File: src/rtl/nps_pkg.sv
`timescale 1ns / 1ps

package nps_pkg;

  // Default sizes of the point table and of one stored coordinate.
  localparam int MAX_POINTS_DEF = 256;
  localparam int COORD_BITS_DEF = 16;

  // Widths of the stream fields.
  localparam int INDEX_W  = 8;
  localparam int IN_CRD_W = 16;
  localparam int COUNT_W  = 9;
  localparam int STATUS_W = 2;
  localparam int IN_DATA_W  = INDEX_W + 3 * IN_CRD_W;
  localparam int OUT_DATA_W = INDEX_W;

  // Command codes carried in the input tuser.
  localparam logic CMD_LOAD  = 1'b0;
  localparam logic CMD_QUERY = 1'b1;

  // Status codes returned with each query result.
  localparam logic [STATUS_W-1:0] ST_FOUND    = 2'd0;
  localparam logic [STATUS_W-1:0] ST_NO_OTHER = 2'd1;
  localparam logic [STATUS_W-1:0] ST_RANGE    = 2'd2;

endpackage

File: src/rtl/nps_dist.sv
`timescale 1ns / 1ps

// Two-stage squared-distance unit: absolute differences, then squares.
// The three squares leave through registers; the caller adds them.
module nps_dist #(
  parameter int COORD_BITS = nps_pkg::COORD_BITS_DEF,
  parameter int TAG_W      = 9
) (
  input  logic                           clk,
  input  logic                           rst_n,
  input  logic                           in_valid,
  input  logic [TAG_W-1:0]               in_tag,
  input  logic [3*COORD_BITS-1:0]        pt,
  input  logic [3*COORD_BITS-1:0]        qpt,
  output logic                           out_valid,
  output logic [TAG_W-1:0]               out_tag,
  output logic [3*(2*COORD_BITS+2)-1:0]  out_sq,
  output logic                           busy
);

  localparam int MW = COORD_BITS + 1;
  localparam int SW = 2 * MW;

  logic              a_v_r;
  logic [TAG_W-1:0]  a_tag_r;
  logic [MW-1:0]     a_mag_r [3];
  logic              b_v_r;
  logic [TAG_W-1:0]  b_tag_r;
  logic [SW-1:0]     b_sq_r [3];
  logic [MW-1:0]     mag_nxt [3];

  // Magnitude of each coordinate difference; it never exceeds 2^COORD_BITS.
  always_comb begin
    for (int k = 0; k < 3; k++) begin
      logic signed [MW-1:0] d;
      d = $signed({pt[k*COORD_BITS+COORD_BITS-1], pt[k*COORD_BITS +: COORD_BITS]})
        - $signed({qpt[k*COORD_BITS+COORD_BITS-1], qpt[k*COORD_BITS +: COORD_BITS]});
      mag_nxt[k] = d[MW-1] ? MW'(~d + 1'b1) : MW'(d);
    end
  end

  // Valid bits of both stages.
  always_ff @(posedge clk) begin
    if (!rst_n) begin
      a_v_r <= 1'b0;
      b_v_r <= 1'b0;
    end else begin
      a_v_r <= in_valid;
      b_v_r <= a_v_r;
    end
  end

  // Payload of both stages.
  always_ff @(posedge clk) begin
    a_tag_r <= in_tag;
    b_tag_r <= a_tag_r;
    for (int k = 0; k < 3; k++) begin
      a_mag_r[k] <= mag_nxt[k];
      b_sq_r[k]  <= a_mag_r[k] * a_mag_r[k];
    end
  end

  assign out_valid = b_v_r;
  assign out_tag   = b_tag_r;
  assign out_sq    = {b_sq_r[2], b_sq_r[1], b_sq_r[0]};
  assign busy      = a_v_r | b_v_r;

endmodule

File: config.mk
export PLATFORM = sky130hd
export DESIGN_NAME = nps_dist
export DESIGN_NICKNAME = d
export VERILOG_FILES = /design/src/rtl/nps_pkg.sv /design/src/rtl/nps_dist.sv
export SDC_FILE = /design/constraint.sdc
export NUM_CORES = 2
export LEC_CHECK = 0
export BUFFER_PORTS_ARGS = -buffer_cell sky130_fd_sc_hd__buf_4
export CAP_MARGIN = 20
export CORE_MARGIN = 2
export CORE_UTILIZATION = 55
export DETAILED_ROUTE_END_ITERATION = 6
export PLACE_DENSITY_LB_ADDON = 0.2
export RECOVER_POWER = 25
export SYNTH_ARGS = -nofsm -noshare
export SYNTH_HDL_FRONTEND = slang
export SYNTH_SLANG_ARGS = --single-unit
File: constraint.sdc
create_clock -name clk -period 8.3 [get_ports clk]
set_input_delay 0.415 -clock clk [delete_from_list [all_inputs] [get_ports clk]]
set_output_delay 0.415 -clock clk [all_outputs]
set_load 0.1 [all_outputs]
==> results.json <==
{
  "routedWlPerCell_um": 14.89,
  "drive_gt1_share_pct": 6.502,
  "synthTopCellsByCount": "inv_1, fa_1, ha_1",
  "crit_required_ps": 8690,
  "min_path_cells": 2,
  "timing.fmax_ghz": 0.1406,
  "synth_ff_type": "dfxtp_1",
  "drcViolationCount": 0,
  "antenna_found_initial": 1,
  "routed_wl_um": 65090,
  "maxCapViolCount": 0,
  "drt_iter0_drc": 890,
  "cts_made_buffers": 17,
  "synth_seq_cells": 170,
  "syn_to_final_growth_pct": 9.283,
  "avgSynthCellArea_um2": 9.080,
  "num_vias": 21929,
  "synth-edff-count": 0,
  "timing.rr.end": "b_sq_r[0][30]",
  "die-area_mm2": 0.05843,
  "yosys_warnings": 0,
  "cts.sinks": 170,
  "cts_root_buf": "clkbuf_16",
  "grt_pass1_vias": 23588,
  "fin_skew_ps": 26.12,
  "fin_crit_ps": 7110,
  "cp.arrival_ps": 7500,
  "status": "completed",
  "clock_latency_ps": 520,
  "die_h_um": 241.7,
  "setup_viol": 0,
  "fin_area_mm2": 0.03397,
  "netlist_area_mm2": 0.03108,
  "final_antenna_net_count": 0,
  "synth_cell_types": 64,
  "synth.top_cells.by_area": "fa_1, ha_1, inv_1",
  "htreeDepth": 4,
  "core_mm2": 0.05617,
  "routabilityCongestion": 0.8753,
  "grt_overflow_total": 0,
  "track_usage_pct": 23.73,
  "grt_max_degree": 20,
  "viasPerCell": 5.018,
  "yosysSeqAreaShare_pct": 10.95,
  "period_share_pct": 85.67,
  "initial_utilization_pct": 55.34,
  "grt_pass1_wl_um": 112000,
  "final_nets": 4658,
  "synth_top_cell_area_share_pct": 36.91,
  "chipWidth_um": 241.7,
  "tritoncts": "yes",
  "io_pins": 221,
  "worstHoldStart": "in_valid",
  "drv_slew": 0,
  "synth.most_common_cell": "inv_1",
  "async_flop_share_pct": 0,
  "hold_viol_final": 0,
  "r2r_cells": 23,
  "portBuffers": 217,
  "rsz0062_at_grt": "no",
  "worst-path-max-fanout": 17,
  "min_path_type": "in2reg",
  "start_kind": "register",
  "diodes": 0,
  "reg2reg_from": "a_mag_r[0][7]",
  "path_class": "reg2reg",
  "path_clk_slew_ps": 70,
  "rows": 87,
  "drt_first_pass_iters": 7,
  "maxSlewHeadroom_pct": 18.31,
  "place_area_mm2": 0.03342,
  "tightest_slew_ps": 1231,
  "place_hpwl_um": 55030,
  "synth_largest_area_cell": "fa_1",
  "finalSetupTns_ps": 0,
  "r2r_setup_slack_ps": 1190,
  "end_kind": "register",
  "syn_inst": 3423,
  "hold_end": "a_v_r",
  "cts_buffer_depth": 2
}
sequential cells by signal, summed over array words and instances (netlist names):
name,count
a_tag_r,9
out_valid,1
b_sq_r,99
a_mag_r,51
a_v_r,1
out_tag,9
cell type report:
cell class | count | area [um2]
Multi-Input combinational cell | 2252 | 23910
Fill cell | 5049 | 22200
Sequential cell | 170 | 3403
Inverter | 930 | 3491
Clock buffer | 19 | 452.9
Timing Repair Buffer | 231 | 1603
Clock inverter | 12 | 161.4
Tap cell | 756 | 945.9
repair_timing:
action / CTS / global route
hold endpoints to repair: 9 / 0
resized for setup: 0 / 0
setup buffers: 0 / 0
hold buffers: 9 / 0
logic make-up after synthesis:
kind of cell,after synthesis,share of synthesized area (%)
flops,170,10.95
other cells,1,0.01207
buf+inv,1003,12.15
simple gates,729,11.49
mux,11,0.3784
fa+ha+maj,948,52.00
compound gates,371,7.661
xor+xnor,190,5.354
metal layers:
metal | routed length (um) | GRT usage [%]
met5 | 13 | 0
met2 | 31360 | 40.38
met4 | 1239 | 6.227
met3 | 3143 | 4.440
met1 | 29330 | 31.19
how the worst max path moves through the flow:
stage,from,end,slack (ps),cells past startpoint
2_1_floorplan,a_mag_r[0][19],b_sq_r[0][67],1870,24
3_3_place_gp,a_mag_r[0][4],b_sq_r[0][32],1470,23
3_5_place_dp,a_mag_r[0][7],b_sq_r[0][26],1290,23
4_1_cts,a_mag_r[0][7],b_sq_r[0][30],1250,23
5_1_grt,a_mag_r[0][4],b_sq_r[0][28],800,23
6_report,a_mag_r[0][7],b_sq_r[0][30],1190,23
stage by stage:
step	hold slack, ps	cells	setup WS (ps)	util, %
after global placement	310.1	4330	1469	59.49
after floorplan	309.6	3425	1866	-
after global routing	113.5	4370	797.2	60.47
after CTS	95.28	4370	1252	60.75
final	127.0	4370	1190	60.47
after detailed placement	313.2	4330	1288	59.49
cells in the final DEF, fill, tap and decap left out, drive strengths merged, types with 13 or more instances in the layout:
| cell | count |
|---|---|
| o21a | 17 |
| o21ai | 60 |
| and3 | 17 |
| nor2 | 101 |
| a211oi | 15 |
| nand2b | 14 |
| a21oi | 120 |
| or2 | 13 |
| nand3 | 21 |
| xor2 | 56 |
| o21bai | 23 |
| inv | 935 |
| nor2b | 33 |
| and2 | 173 |
| a21o | 55 |
| clkbuf | 72 |
| a31oi | 14 |
| ha | 375 |
| nor3 | 28 |
| buf | 169 |
| nand2 | 288 |
| dfxtp | 170 |
| fa | 573 |
| xnor2 | 134 |
critical path, cell delays in order, from the launching register on:
cell and delay, ps:
dfxtp_1 790, and2_1 270, inv_1 70, fa_1 530, inv_1 60, fa_1 530, inv_1 50, fa_1 390
inv_1 80, fa_1 440, fa_1 550, inv_1 50, fa_1 480, inv_1 50, ha_1 310, a21o_1 200
a221o_1 400, nand3_1 110, nand3_1 150, o31ai_1 460, o21ai_0 390, a31oi_1 360, a21oi_1 120, xor2_1 150
Power is left out: the tool's default activity adds up to more than one toggle a clock period on the data nets, which glitch-free logic cannot reach.
